## config.mk

```make
export PLATFORM = sky130hd
export DESIGN_NAME = multilevel_queue_scheduler_core
export DESIGN_NICKNAME = d
export VERILOG_FILES = /design/src/rtl/mlqs_pkg.sv /design/src/rtl/mlqs_front.sv /design/src/rtl/mlqs_sched.sv /design/src/rtl/multilevel_queue_scheduler_core.sv
export SDC_FILE = /design/constraint.sdc
export NUM_CORES = 2
export LEC_CHECK = 0
export ABC_AREA = 1
export BUFFER_PORTS_ARGS = -buffer_cell sky130_fd_sc_hd__buf_2
export CAP_MARGIN = 10
export CORE_AREA = 2 2 483 485
export CTS_BUF_LIST = sky130_fd_sc_hd__clkbuf_4
export CTS_CLUSTER_SIZE = 16
export DETAILED_ROUTE_END_ITERATION = 10
export DIE_AREA = 0 0 485 487
export SLEW_MARGIN = 0
export SYNTH_ARGS = -nofsm -noshare
export SYNTH_HDL_FRONTEND = slang
export SYNTH_SLANG_ARGS = --single-unit
export TNS_END_PERCENT = 100
```

## constraint.sdc

```tcl
create_clock -name aclk -period 5.85 [get_ports aclk]
set_input_delay 1.17 -clock aclk [delete_from_list [all_inputs] [get_ports aclk]]
set_output_delay 1.17 -clock aclk [all_outputs]
set_load 0.05 [all_outputs]
```

## src/rtl/mlqs_pkg.sv

```systemverilog
// Shared types and constants for the multilevel queue scheduler.
package mlqs_pkg;

    localparam int ARR_W   = 16;
    localparam int BUR_W   = 16;
    localparam int CLS_W   = 2;
    localparam int PID_W   = 7;
    localparam int TIME_W  = 23;

    // queue levels after class mapping
    localparam logic [1:0] LVL_SYS   = 2'd0;
    localparam logic [1:0] LVL_INT   = 2'd1;
    localparam logic [1:0] LVL_BATCH = 2'd2;
    localparam logic [1:0] LVL_NONE  = 2'd3;

    localparam logic [CLS_W-1:0] CLS_SYS   = 2'd1;
    localparam logic [CLS_W-1:0] CLS_BATCH = 2'd3;

    // one loaded process, as passed from the front end to the scheduler
    typedef struct packed {
        logic [ARR_W-1:0] arrival;
        logic [BUR_W-1:0] burst;
        logic [CLS_W-1:0] cls;
        logic             last;
    } mlqs_item_t;

    function automatic logic [1:0] level_of(input logic [CLS_W-1:0] c);
        logic [1:0] lv;
        lv = LVL_INT;
        if (c == CLS_SYS) lv = LVL_SYS;
        else if (c == CLS_BATCH) lv = LVL_BATCH;
        return lv;
    endfunction

endpackage

```

## src/rtl/mlqs_front.sv

```systemverilog
// Input front end: takes process beats into a short two-entry queue.
module mlqs_front (
    input  logic                      aclk,
    input  logic                      aresetn,
    input  logic                      s_valid,
    output logic                      s_ready,
    input  mlqs_pkg::mlqs_item_t      in_item,
    output logic                      q_valid,
    input  logic                      q_ready,
    output mlqs_pkg::mlqs_item_t      q_item
);
    mlqs_pkg::mlqs_item_t buf_reg [2];
    logic       wp_reg, rp_reg, wp_next, rp_next;
    logic [1:0] cnt_reg, cnt_next;
    logic       push, pop;

    assign s_ready = (cnt_reg != 2'd2);
    assign q_valid = (cnt_reg != 2'd0);
    assign q_item  = buf_reg[rp_reg];
    assign push    = s_valid && s_ready;
    assign pop     = q_valid && q_ready;

    always_comb begin
        wp_next  = push ? ~wp_reg : wp_reg;
        rp_next  = pop ? ~rp_reg : rp_reg;
        cnt_next = cnt_reg + {1'b0, push} - {1'b0, pop};
    end

    always_ff @(posedge aclk) begin
        if (!aresetn) begin
            wp_reg  <= 1'b0;
            rp_reg  <= 1'b0;
            cnt_reg <= 2'd0;
        end else begin
            wp_reg  <= wp_next;
            rp_reg  <= rp_next;
            cnt_reg <= cnt_next;
        end
    end

    always_ff @(posedge aclk) begin
        if (push) buf_reg[wp_reg] <= in_item;
    end

`ifndef ASSERT_OFF
    a_cnt_range: assert property (@(posedge aclk) disable iff (!aresetn)
        cnt_reg != 2'd3) else $error("queue count out of range");
    a_full_noready: assert property (@(posedge aclk) disable iff (!aresetn)
        (cnt_reg == 2'd2) |-> !s_ready) else $error("ready while full");
    a_empty_novalid: assert property (@(posedge aclk) disable iff (!aresetn)
        (cnt_reg == 2'd0) |-> !q_valid) else $error("valid while empty");
`endif
endmodule

```

## src/rtl/mlqs_sched.sv

```systemverilog
// Scheduler back end: stores the batch and dispatches it by serial scans.
module mlqs_sched #(
    parameter int MAX_PROCS = 64
) (
    input  logic                        aclk,
    input  logic                        aresetn,
    input  logic                        q_valid,
    output logic                        q_ready,
    input  mlqs_pkg::mlqs_item_t        q_item,
    output logic                        m_valid,
    input  logic                        m_ready,
    output logic [mlqs_pkg::PID_W-1:0]  m_process_id,
    output logic [mlqs_pkg::TIME_W-1:0] m_start_time,
    output logic [mlqs_pkg::TIME_W-1:0] m_finish_time,
    output logic [mlqs_pkg::TIME_W-1:0] m_response_time,
    output logic [mlqs_pkg::TIME_W-1:0] m_turnaround_time,
    output logic [mlqs_pkg::TIME_W-1:0] m_waiting_time,
    output logic                        m_last_result
);
    localparam int IDX_W = (MAX_PROCS > 1) ? $clog2(MAX_PROCS) : 1;
    localparam int CNT_W = $clog2(MAX_PROCS + 1);
    localparam int TW    = mlqs_pkg::TIME_W;
    localparam int AW    = mlqs_pkg::ARR_W;
    localparam int BW    = mlqs_pkg::BUR_W;
    localparam int KEY_W = (AW > BW) ? AW : BW;

    localparam logic [2:0] ST_LOAD  = 3'd0;
    localparam logic [2:0] ST_MIN   = 3'd1;  // earliest pending arrival scan
    localparam logic [2:0] ST_PICK  = 3'd2;  // ready winner scan
    localparam logic [2:0] ST_EMIT  = 3'd3;
    localparam logic [2:0] ST_CLEAR = 3'd4;

    // process table memory, one read port (registered)
    mlqs_pkg::mlqs_item_t mem [MAX_PROCS];
    mlqs_pkg::mlqs_item_t rd_reg;
    logic [MAX_PROCS-1:0] done_reg;

    logic [2:0]       st_reg, st_next;
    logic [CNT_W-1:0] loaded_reg, disp_reg;
    logic [CNT_W-1:0] scan_reg;     // issue index
    logic             rv_reg;       // read data valid
    logic [IDX_W-1:0] ridx_reg;     // index of rd_reg
    logic [TW-1:0]    time_reg;
    logic             min_any_reg;
    logic [AW-1:0]    min_reg;
    logic             best_any_reg;
    logic [1:0]       best_lvl_reg;
    logic [KEY_W-1:0] best_key_reg;
    logic [IDX_W-1:0] best_idx_reg;
    logic [AW-1:0]    best_arr_reg;
    logic [BW-1:0]    best_bur_reg;
    logic             outv_reg;

    logic             accept;
    logic [IDX_W-1:0] rd_addr;
    logic             issue;
    logic             pend;
    logic [1:0]       lv;
    logic [KEY_W-1:0] key;
    logic             better;
    logic [TW-1:0]    fin;

    assign accept  = q_valid && q_ready;
    assign q_ready = (st_reg == ST_LOAD);
    assign issue   = ((st_reg == ST_MIN) || (st_reg == ST_PICK))
                     && (scan_reg < loaded_reg);
    assign rd_addr = scan_reg[IDX_W-1:0];

    always_ff @(posedge aclk) begin
        if (accept && (loaded_reg < CNT_W'(MAX_PROCS)))
            mem[loaded_reg[IDX_W-1:0]] <= q_item;
        if (issue) rd_reg <= mem[rd_addr];
    end

    always_comb begin
        pend   = rv_reg && !done_reg[ridx_reg];
        lv     = mlqs_pkg::level_of(rd_reg.cls);
        key    = (lv == mlqs_pkg::LVL_BATCH) ? KEY_W'(rd_reg.arrival)
                                             : KEY_W'(rd_reg.burst);
        // scan runs in index order, so ties keep the earlier (lower) id
        better = !best_any_reg || (lv < best_lvl_reg)
                 || ((lv == best_lvl_reg) && (key < best_key_reg));
        fin    = time_reg + TW'(best_bur_reg);
    end

    always_comb begin
        st_next = st_reg;
        unique case (st_reg)
            ST_LOAD:  if (accept && q_item.last) st_next = ST_MIN;
            ST_MIN:   if (!issue && !rv_reg) st_next = ST_PICK;
            ST_PICK:  if (!issue && !rv_reg) begin
                st_next = best_any_reg ? ST_EMIT : ST_MIN;
            end
            ST_EMIT:  if (!outv_reg) st_next = ST_PICK;
            ST_CLEAR: st_next = ST_LOAD;
            default:  st_next = ST_LOAD;
        endcase
        if ((st_reg == ST_EMIT) && !outv_reg && ((disp_reg + CNT_W'(1)) == loaded_reg))
            st_next = ST_CLEAR;
    end

    always_ff @(posedge aclk) begin
        if (!aresetn) begin
            st_reg       <= ST_LOAD;
            loaded_reg   <= '0;
            disp_reg     <= '0;
            scan_reg     <= '0;
            rv_reg       <= 1'b0;
            done_reg     <= '0;
            time_reg     <= '0;
            min_any_reg  <= 1'b0;
            best_any_reg <= 1'b0;
            outv_reg     <= 1'b0;
        end else begin
            st_reg <= st_next;
            rv_reg <= issue;
            if (issue) scan_reg <= scan_reg + 1'b1;
            if (outv_reg && m_ready) outv_reg <= 1'b0;
            unique case (st_reg)
                ST_LOAD: begin
                    if (accept && (loaded_reg < CNT_W'(MAX_PROCS)))
                        loaded_reg <= loaded_reg + 1'b1;
                    scan_reg    <= '0;
                    min_any_reg <= 1'b0;
                end
                ST_MIN: begin
                    if (pend && (!min_any_reg || rd_reg.arrival < min_reg))
                        min_any_reg <= 1'b1;
                    if (!issue && !rv_reg) begin
                        // jump time to the earliest pending arrival
                        if (min_any_reg) time_reg <= TW'(min_reg);
                        scan_reg     <= '0;
                        best_any_reg <= 1'b0;
                    end
                end
                ST_PICK: begin
                    if (pend && (TW'(rd_reg.arrival) <= time_reg) && better)
                        best_any_reg <= 1'b1;
                    if (!issue && !rv_reg) begin
                        scan_reg    <= '0;
                        min_any_reg <= 1'b0;
                    end
                end
                ST_EMIT: begin
                    if (!outv_reg) begin
                        outv_reg              <= 1'b1;
                        done_reg[best_idx_reg] <= 1'b1;
                        disp_reg              <= disp_reg + 1'b1;
                        time_reg              <= fin;
                        scan_reg              <= '0;
                        best_any_reg          <= 1'b0;
                    end
                end
                ST_CLEAR: begin
                    // drop the batch; the final beat holds in the output registers
                    loaded_reg <= '0;
                    disp_reg   <= '0;
                    done_reg   <= '0;
                end
                default: ;
            endcase
        end
    end

    // payload registers
    always_ff @(posedge aclk) begin
        ridx_reg  <= rd_addr;
        if ((st_reg == ST_MIN) && pend && (!min_any_reg || rd_reg.arrival < min_reg))
            min_reg <= rd_reg.arrival;
        if ((st_reg == ST_PICK) && pend && (TW'(rd_reg.arrival) <= time_reg) && better) begin
            best_lvl_reg <= lv;
            best_key_reg <= key;
            best_idx_reg <= ridx_reg;
            best_arr_reg <= rd_reg.arrival;
            best_bur_reg <= rd_reg.burst;
        end
        if ((st_reg == ST_EMIT) && !outv_reg) begin
            m_process_id      <= mlqs_pkg::PID_W'(best_idx_reg) + 1'b1;
            m_start_time      <= time_reg;
            m_finish_time     <= fin;
            m_response_time   <= time_reg - TW'(best_arr_reg);
            m_turnaround_time <= fin - TW'(best_arr_reg);
            m_waiting_time    <= time_reg - TW'(best_arr_reg);
            m_last_result     <= (disp_reg + 1'b1) == loaded_reg;
        end
    end

    assign m_valid = outv_reg;

`ifndef ASSERT_OFF
    a_disp_le_loaded: assert property (@(posedge aclk) disable iff (!aresetn)
        disp_reg <= loaded_reg) else $error("dispatched exceeds loaded");
    a_load_cap: assert property (@(posedge aclk) disable iff (!aresetn)
        loaded_reg <= CNT_W'(MAX_PROCS)) else $error("loaded count overflow");
    a_no_accept_busy: assert property (@(posedge aclk) disable iff (!aresetn)
        (st_reg != ST_LOAD) |-> !q_ready) else $error("accept while scheduling");
    a_emit_once: assert property (@(posedge aclk) disable iff (!aresetn)
        ((st_reg == ST_EMIT) && !outv_reg) |=> outv_reg) else $error("dispatch lost");
`endif
endmodule

```

## src/rtl/multilevel_queue_scheduler_core.sv

```systemverilog
// Top level of the multilevel queue scheduler: front queue plus scheduler.
//
//  channel | dir | handshake         | payload
//  s_      | in  | s_valid/s_ready   | arrival, burst, class, last flag
//  m_      | out | m_valid/m_ready   | id, start, finish, response, turnaround, wait, last
//
// Loading takes one beat per cycle. After the last beat an arrival scan of the
// loaded table runs first. Each dispatch then costs one pick scan through the
// single table read port and one emit step; whenever no process is ready, an
// arrival scan and another pick scan follow. A clear state at the batch end
// drops the batch.
// Reset is synchronous, active low; the table needs no clearing.
// Stalls on m_ready hold the dispatch result; the front queue keeps taking
// up to two beats while the scheduler is busy.
module multilevel_queue_scheduler_core #(
    parameter int MAX_PROCS = 64
) (
    input  logic                        aclk,
    input  logic                        aresetn,
    input  logic                        s_valid,
    output logic                        s_ready,
    input  logic [15:0]                 s_arrival_time,
    input  logic [15:0]                 s_burst_time,
    input  logic [1:0]                  s_proc_class,
    input  logic                        s_last_item,
    output logic                        m_valid,
    input  logic                        m_ready,
    output logic [6:0]                  m_process_id,
    output logic [22:0]                 m_start_time,
    output logic [22:0]                 m_finish_time,
    output logic [22:0]                 m_response_time,
    output logic [22:0]                 m_turnaround_time,
    output logic [22:0]                 m_waiting_time,
    output logic                        m_last_result
);
    mlqs_pkg::mlqs_item_t in_item, q_item;
    logic q_valid, q_ready;

    // pack the incoming beat
    assign in_item = '{arrival: s_arrival_time, burst: s_burst_time,
                       cls: s_proc_class, last: s_last_item};

    mlqs_front u_front (
        .aclk(aclk), .aresetn(aresetn),
        .s_valid(s_valid), .s_ready(s_ready), .in_item(in_item),
        .q_valid(q_valid), .q_ready(q_ready), .q_item(q_item)
    );

    mlqs_sched #(.MAX_PROCS(MAX_PROCS)) u_sched (
        .aclk(aclk), .aresetn(aresetn),
        .q_valid(q_valid), .q_ready(q_ready), .q_item(q_item),
        .m_valid(m_valid), .m_ready(m_ready),
        .m_process_id(m_process_id), .m_start_time(m_start_time),
        .m_finish_time(m_finish_time), .m_response_time(m_response_time),
        .m_turnaround_time(m_turnaround_time), .m_waiting_time(m_waiting_time),
        .m_last_result(m_last_result)
    );
endmodule

```

Word-level counts from Yosys, hierarchy flattened. Memories as Yosys holds them, arrays and structs flattened. A register that Yosys moved wholly into a read port is not among the register bits. Cells that the tools add are included.

Order comparisons: 9. Muxes and demuxes: 43. Reductions and logical operators: 46. Add/sub/neg operators: 9. Eq/ne operators: 22. Bitwise logic cells: 4.

Operator list (number): $pmux W64 S2 (1); $mux W23 (3); $mux W64 (1); $or A64 B64 Y64 (1); $pmux W23 S2 (1); $sub A23 B16 Y23 (2); $mux W7 (5); $lt A16 B16 Y1 (2); $pmux W7 S2 (2); $add A23 B16 Y23 (1); $le A16 B23 Y1 (1); $add A7 B1 Y7 const B (3); $pmux W7 S3 (1); $logic_and A1 B1 Y1 (20); $mux W16 (1); $reduce_and A4 Y1 (4); $mux W1 (15); $mux W3 (5); $lt A6 B7 Y1 const B (2); $ne A2 B1 Y1 const B (7); $pmux W3 S4 (1); $ne A3 B1 Y1 const B (3); $reduce_bool A2 Y1 (4); $add A6 B1 Y7 const B (1); other kinds (27) (46).

Input bits: 39. Output and inout port bits: 125. Bits in writable memories: 2310. Register bits: 297. Memories: 2.

Memories: u_sched.mem (depth 64, width 35, rd ports 1, clocked after Yosys merged registers in 1, write ports 1, line mlqs_sched.sv:34) `mlqs_pkg::mlqs_item_t mem [MAX_PROCS];`; u_front.buf_reg (depth 2, width 35, rd ports 1, clocked after Yosys merged registers in 1, write ports 1, line mlqs_front.sv:12) `mlqs_pkg::mlqs_item_t buf_reg [2];`.

Depth between registers and ports, before layout.
Depth after elaboration: 11. Gate-level depth with buffers: 23. Gate-level depth less buffers: 23.

By module. Synthesis repeated with hierarchy kept, for this count alone.

Cell total of the unflattened synthesis: 8020. Area, all modules: 103401.7 µm².

Modules (own cells, without submodules): mlqs_sched (area an instance 100481.4 µm², cells each 7875, seq. area each 73950.9 µm², instances 1); mlqs_front (area an instance 2920.3 µm², cells each 145, seq. area each 2202.1 µm², instances 1).

Worst setup path after synthesis. No wires, ideal clock.

Kind: register to register. Start point: reg, netlist name u_sched.rd_reg[1]. End point: reg u_sched.best_arr_reg[0] (enable). Library setup time: 0.471 ns. Cell stages (with the launch flop): 16. Arrival: 4.329 ns. Clock period less this slack: 4.799 ns. Buffers on the path: 1. Path slack: 1.051 ns. Cell sequence: edfxtp_1 > nand2_1 > inv_1 > clkbuf_1 > nand2_1 > nand2_1 > ha_1 > a21oi_1 > nor2_1 > a211oi_1 > nand2_1 > nand2_1 > nand3b_1 > nand2_1 > nand2_1 > nor2_1.

Cells in the longest elaborated chain, start to end: 9. Elaborated cells between the ends (all ways): 13.

RTL lines: $eq A2 B2 Y1 (line mlqs_pkg.sv:31) `else if (c == CLS_BATCH) lv = LVL_BATCH;`; $mux W2 (line mlqs_pkg.sv:31); $mux W2 * (line mlqs_pkg.sv:30) `if (c == CLS_SYS) lv = LVL_SYS;`; named net u_sched.lv[1] (line mlqs_sched.sv:58) `logic [1:0] lv;`; $eq A2 B2 Y1 * (line mlqs_sched.sv:78) `key = (lv == mlqs_pkg::LVL_BATCH) ? KEY_W'(rd_reg.arrival)`; $mux W16 * (line mlqs_sched.sv:78); named net u_sched.key[5] (line mlqs_sched.sv:59) `logic [KEY_W-1:0] key;`; $lt A16 B16 Y1 * (line mlqs_sched.sv:82) `|| ((lv == best_lvl_reg) && (key < best_key_reg));`; $logic_and A1 B1 Y1 * (line mlqs_sched.sv:82); $logic_or A1 B1 Y1 * (line mlqs_sched.sv:82); $logic_and A1 B1 Y1 * (line mlqs_sched.sv:170) `if ((st_reg == ST_PICK) && pend && (TW'(rd_reg.arrival) <= time_reg) && better) begin`; to (signal assigned) (line mlqs_sched.sv:174) `best_arr_reg <= rd_reg.arrival;`; to (decl) (line mlqs_sched.sv:50) `logic [AW-1:0] best_arr_reg;`.

The timed path passes the listed nets; every way through them passes the cells marked *. A chain may end at the register's enable or synchronous reset.

Worst setup path after layout.
Start point: reg u_sched.time_reg[0]. End point: reg u_sched.m_turnaround_time[22] (netlist name) (data pin).

Cells in the longest elaborated chain, start to end: 2.

RTL lines: from (decl) (line mlqs_sched.sv:43) `logic [TW-1:0] time_reg;`; from (signal assigned) (line mlqs_sched.sv:131) `if (min_any_reg) time_reg <= TW'(min_reg);`; from (signal assigned) (line mlqs_sched.sv:149) `time_reg <= fin;`; $add A23 B16 Y23 (line mlqs_sched.sv:83) `fin = time_reg + TW'(best_bur_reg);`; named net u_sched.fin[14] (line mlqs_sched.sv:61) `logic [TW-1:0] fin;`; $sub A23 B16 Y23 (line mlqs_sched.sv:182) `m_turnaround_time <= fin - TW'(best_arr_reg);`; to (signal assigned) (line mlqs_sched.sv:182); to (decl) (line mlqs_sched.sv:16) `output logic [mlqs_pkg::TIME_W-1:0] m_turnaround_time,`.

The timed path passes the listed nets, and every way through them passes these cells.

==> summary by stage <==
Run status
The run finished with clean final reports.

Final layout
The area growth from synthesis to layout is 12.44%. The number of cells in the finished layout apart from fillers is around 12,000. After the last flow step, the layout net total stands at between 8,000 and 9,000. The share of the core filled with cells in the final layout is 0.5019. Of the cells placed in the final design, the portion with a size suffix greater than 1 is 0.1619. After routing the design area is 116,100 µm². The number of flip-flops in the largest register is 2,176.

Clock network
Clock latency on the worst-skew pair, taken at its later pin, is 1.38 ns. The clock slew seen by the registers of the worst setup and hold paths is ~0.07 ns. After clock tree synthesis, the setup repair step added 0 buffers. No sink is reached through more buffers than the 4 on the longest clock path. The clock tree from TritonCTS is built. Post-CTS repair changed the size of 0 cells. The clock net sink count is 2,578.

In this run, post-CTS hold repair placed 36 buffers. The H-tree was split into 6 levels. CTS placed an instance of sky130_fd_sc_hd__clkbuf_4 at the clock tree root. The CTS buffer count is about 660.

Floorplan
The die covers 236,200 µm². The die is 487 µm tall. The count of boundary I/O pins is 164. The floorplan has 177 rows. From left edge to right edge, the die measures 485 µm. The region available for standard cell placement spans about 230,000 µm². For this configuration, the core starts out at a cell density of 0.4463.

Power and ir drop
The analysis attributes to cell leakage a power of 39.70 nW. The power per unit of standard cell area is between 300 and 400 nW/µm². The maximum VDD drop is 0.0004462 V.

Critical path
For the worst setup path, the data required time is slightly below 7 ns. The critical-path maximum fanout is 4. The worst setup path is launched from a flop. The most frequent cell on the critical path is sky130_fd_sc_hd__nand2_1. The worst reg-to-reg path cell count is 23. The delay contributed by the slowest stage of the critical path is 0.40 ns. Traced cell by cell, the critical path runs through ha_1 > inv_1 > fa_1 > inv_1 > nand3_1 > nand2_1 > nand2_1 > nand2_1 > nand3_1 > nand2_1 > nand2_1 > nand2_1 > nand2_1 > and2_1 > ha_1 > nand2_1 > inv_1 > a221oi_1 > nand3_1 > nor2_1 > nand3_1 > nand2_1 > nand2_1.

The highest-delay cell along the critical path is sky130_fd_sc_hd__dfxtp_1. STA puts the critical path data arrival time at slightly above 5 ns. The kind of end point of the critical path is a flop.

The critical path in this run is classified as reg -> reg.

Synthesis
During synthesis, Yosys emitted a total of 0 warnings. Sorting the synthesized cells by area gives the leading types as sky130_fd_sc_hd__edfxtp_1 (71%), sky130_fd_sc_hd__o21ai_0 (5.6%), sky130_fd_sc_hd__nor2_1 (4.9%), sky130_fd_sc_hd__nand2_1 (2.9%), sky130_fd_sc_hd__dfxtp_1 (2.4%). Counting flops with a built-in enable in the synthesized netlist gives 2,452. When the netlist entered floorplanning its net count stood at about 8,300. In this run, synthesis produced a sequential element count of 2,578. The number of distinct library cells after synthesis is between 50 and 60. A synthesized cell averages 12.74 µm². After synthesis the cells add up to 103,300 µm². For this run, the leading register cell type out of synthesis is sky130_fd_sc_hd__edfxtp_1. The gate count after technology mapping is 8,109. For this run, the register share of the synthesized area comes to 0.7373. The library cell occupying the most area in the post-synthesis netlist is sky130_fd_sc_hd__edfxtp_1. Of the post-synthesis cell area, the dominant cell type holds 0.7128. Of all flip-flops after synthesis, the portion carrying an async set or reset was 0.

Drt
The average wire length per cell after detail routing is ~25 µm. After detailed routing, the number of remaining DRC violations is 0. Using the TritonRoute via totals, the vias-per-cell ratio works out to between 5 and 6. The count of nets left with antenna violations once routing finished came out at 0. The total wire length after detailed routing is slightly above 300,000 µm. The total via count in the routed design is between 70,000 and 80,000. The number of detailed-route iterations in the first pass is 9.

After the first detailed-routing iteration, the DRC count stood at 7,814.

Timing
Setup repair after global routing left no endpoint under its margin. Clock skew on the completed layout was measured at roughly 0.11 ns. For the final routed database, the setup TNS stands at 0 ns. Counting I/O delays and the setup requirement, the final critical path takes approximately 4 ns. At the pin with the least slew margin, the transition time is about 1.2 ns. Setup violations remaining at the end of the flow were counted as 0. The highest clock rate is 247.7 MHz. Of the available clock period, the critical path in the final layout requires 0.6901. The normalized max-slew margin is 0.1936. The number of hold-slack violations in the final timing report was 0. The final worst setup slack is 1.813 ns.

The total count of max-transition violations in the final report is 0.

GRT
The met2 usage is 0.4062. The global-route wire length before repair is 444,800 µm. Across every metal layer, demand over resource in global routing totals 0.2536. The global routing stage identified its most utilized layer as met2. For this run the aggregate overflow at the end of global routing stands at 0.

The via count of the first global-routing pass is 67,620. The met3 routing resource usage after global routing is 0.04820. The number of antenna violations at the first check in global routing is 14. For this run, global-route usage on met1 was measured as 0.3423. The pin count of the biggest net entering global routing is 170.

Placed design
After detailed placement, the total cell area comes to 107,900 µm². The congestion estimate from routability-driven global placement came to roughly 0.91. Once placement completed, the tool counted placed cells totaling 10,950. Once detailed placement completed, the half-perimeter wirelength came to 170,600 µm. The number of buffers added on ports is 163. The worst slack after detailed placement is 1.930 ns.

Hold path
The class of the tightest hold or removal check is in -> reg. The worst hold path passes through 3 cells.

Run
The tool flagged a number of max-cap violations equal to 0.
worst max-delay path, delay by kind of cell (launching register included):
family                     cells  cell delay (ns)
AOI/OAI and AO/OA              1             0.28
DFF                            1             0.40
adders and majority gates      3             0.97
buffers and inverters          3             0.19
and+or+nand+nor               16             1.90
placed cells by master (no fill, tap or decap), types with 14 or more instances in the layout:
cell type,instances
sky130_fd_sc_hd__buf_2,163
sky130_fd_sc_hd__nand2_1,763
sky130_fd_sc_hd__buf_12,23
sky130_fd_sc_hd__a31oi_1,14
sky130_fd_sc_hd__nand2_2,15
sky130_fd_sc_hd__nor2_1,1283
sky130_fd_sc_hd__nand4_1,63
sky130_fd_sc_hd__nand3_1,332
sky130_fd_sc_hd__o211ai_1,53
sky130_fd_sc_hd__nor2_4,67
sky130_fd_sc_hd__dfxtp_1,121
sky130_fd_sc_hd__dlygate4sd3_1,36
sky130_fd_sc_hd__o21ai_0,1164
sky130_fd_sc_hd__inv_2,26
sky130_fd_sc_hd__clkinv_1,100
sky130_fd_sc_hd__xor2_1,51
sky130_fd_sc_hd__o22ai_1,329
sky130_fd_sc_hd__nor3_1,21
sky130_fd_sc_hd__inv_1,194
sky130_fd_sc_hd__edfxtp_1,2452
sky130_fd_sc_hd__clkbuf_4,959
sky130_fd_sc_hd__o221ai_1,215
sky130_fd_sc_hd__nand2_4,20
sky130_fd_sc_hd__ha_1,108
sky130_fd_sc_hd__buf_4,142
sky130_fd_sc_hd__a21oi_1,217
through the flow:
stage | total power [W] | hold slack (ns)
floorplan | 0.02559 | 0.3540
global placement | 0.02845 | 0.4363
detailed placement | 0.02858 | 0.4444
CTS | 0.04330 | 0.1551
global route | 0.04461 | 0.1987
finish | 0.04308 | 0.3090
final cells by class:
cell class | instances | area (µm²)
fill | 20100 | 115300
clock buffer | 959 | 7199
clock inverter | 125 | 643.1
tap | 3043 | 3807
sequential | 2578 | 76170
multi-input combinational | 4791 | 24770
timing repair buffer | 364 | 2703
antenna | 11 | 27.53
inverter | 213 | 827.0
cell usage after synthesis (all sizes together) (11+ instances only):
library cell / number
nand2: 798
o211ai: 54
nor2: 1357
buf: 170
nand3: 333
clkbuf: 357
xor2: 51
nand4: 63
a21oi: 218
ha: 108
nor3: 24
o22ai: 329
a31oi: 14
inv: 210
xnor2: 11
o21ai: 1168
o221ai: 215
edfxtp: 2452
dfxtp: 126
power by group:
group          switching (W)  total [W]  internal (W)
sequential          0.000199     0.0232        0.0230
clock                0.00711     0.0148       0.00770
combinational        0.00453    0.00512      0.000587
total                 0.0118     0.0431        0.0312
path summary, 6_finish.rpt:
check | start | endpoint | slack, ns
worst min-delay path | aresetn | u_front.cnt_reg[0] | 0.31
worst max register to register | u_sched.time_reg[0] | u_sched.m_turnaround_time[22] | 1.81
worst min register to register | u_sched.done_reg[23] | u_sched.done_reg[23] | 0.45
worst max-delay path | u_sched.time_reg[0] | u_sched.m_turnaround_time[22] | 1.81
routing by layer:
metal	vias to the layer above	routed length (µm)
li1	31350	-
met1	35080	124900
met2	3559	144500
met3	533	26950
met4	2	10570
met5	-	13
cells by family after synthesis:
| kind of cell | Yosys count | synth area share |
|---|---|---|
| flip-flops | 2578 | 0.7373 |
| XOR/XNOR | 62 | 0.005257 |
| adder cells (fa/ha/maj) | 111 | 0.01366 |
| AO/OA/AOI/OAI | 2022 | 0.1122 |
| AND/OR/NAND/NOR | 2596 | 0.1020 |
| buffers and inverters | 740 | 0.02963 |
No activity file was read; power rests on OpenSTA's default activity.
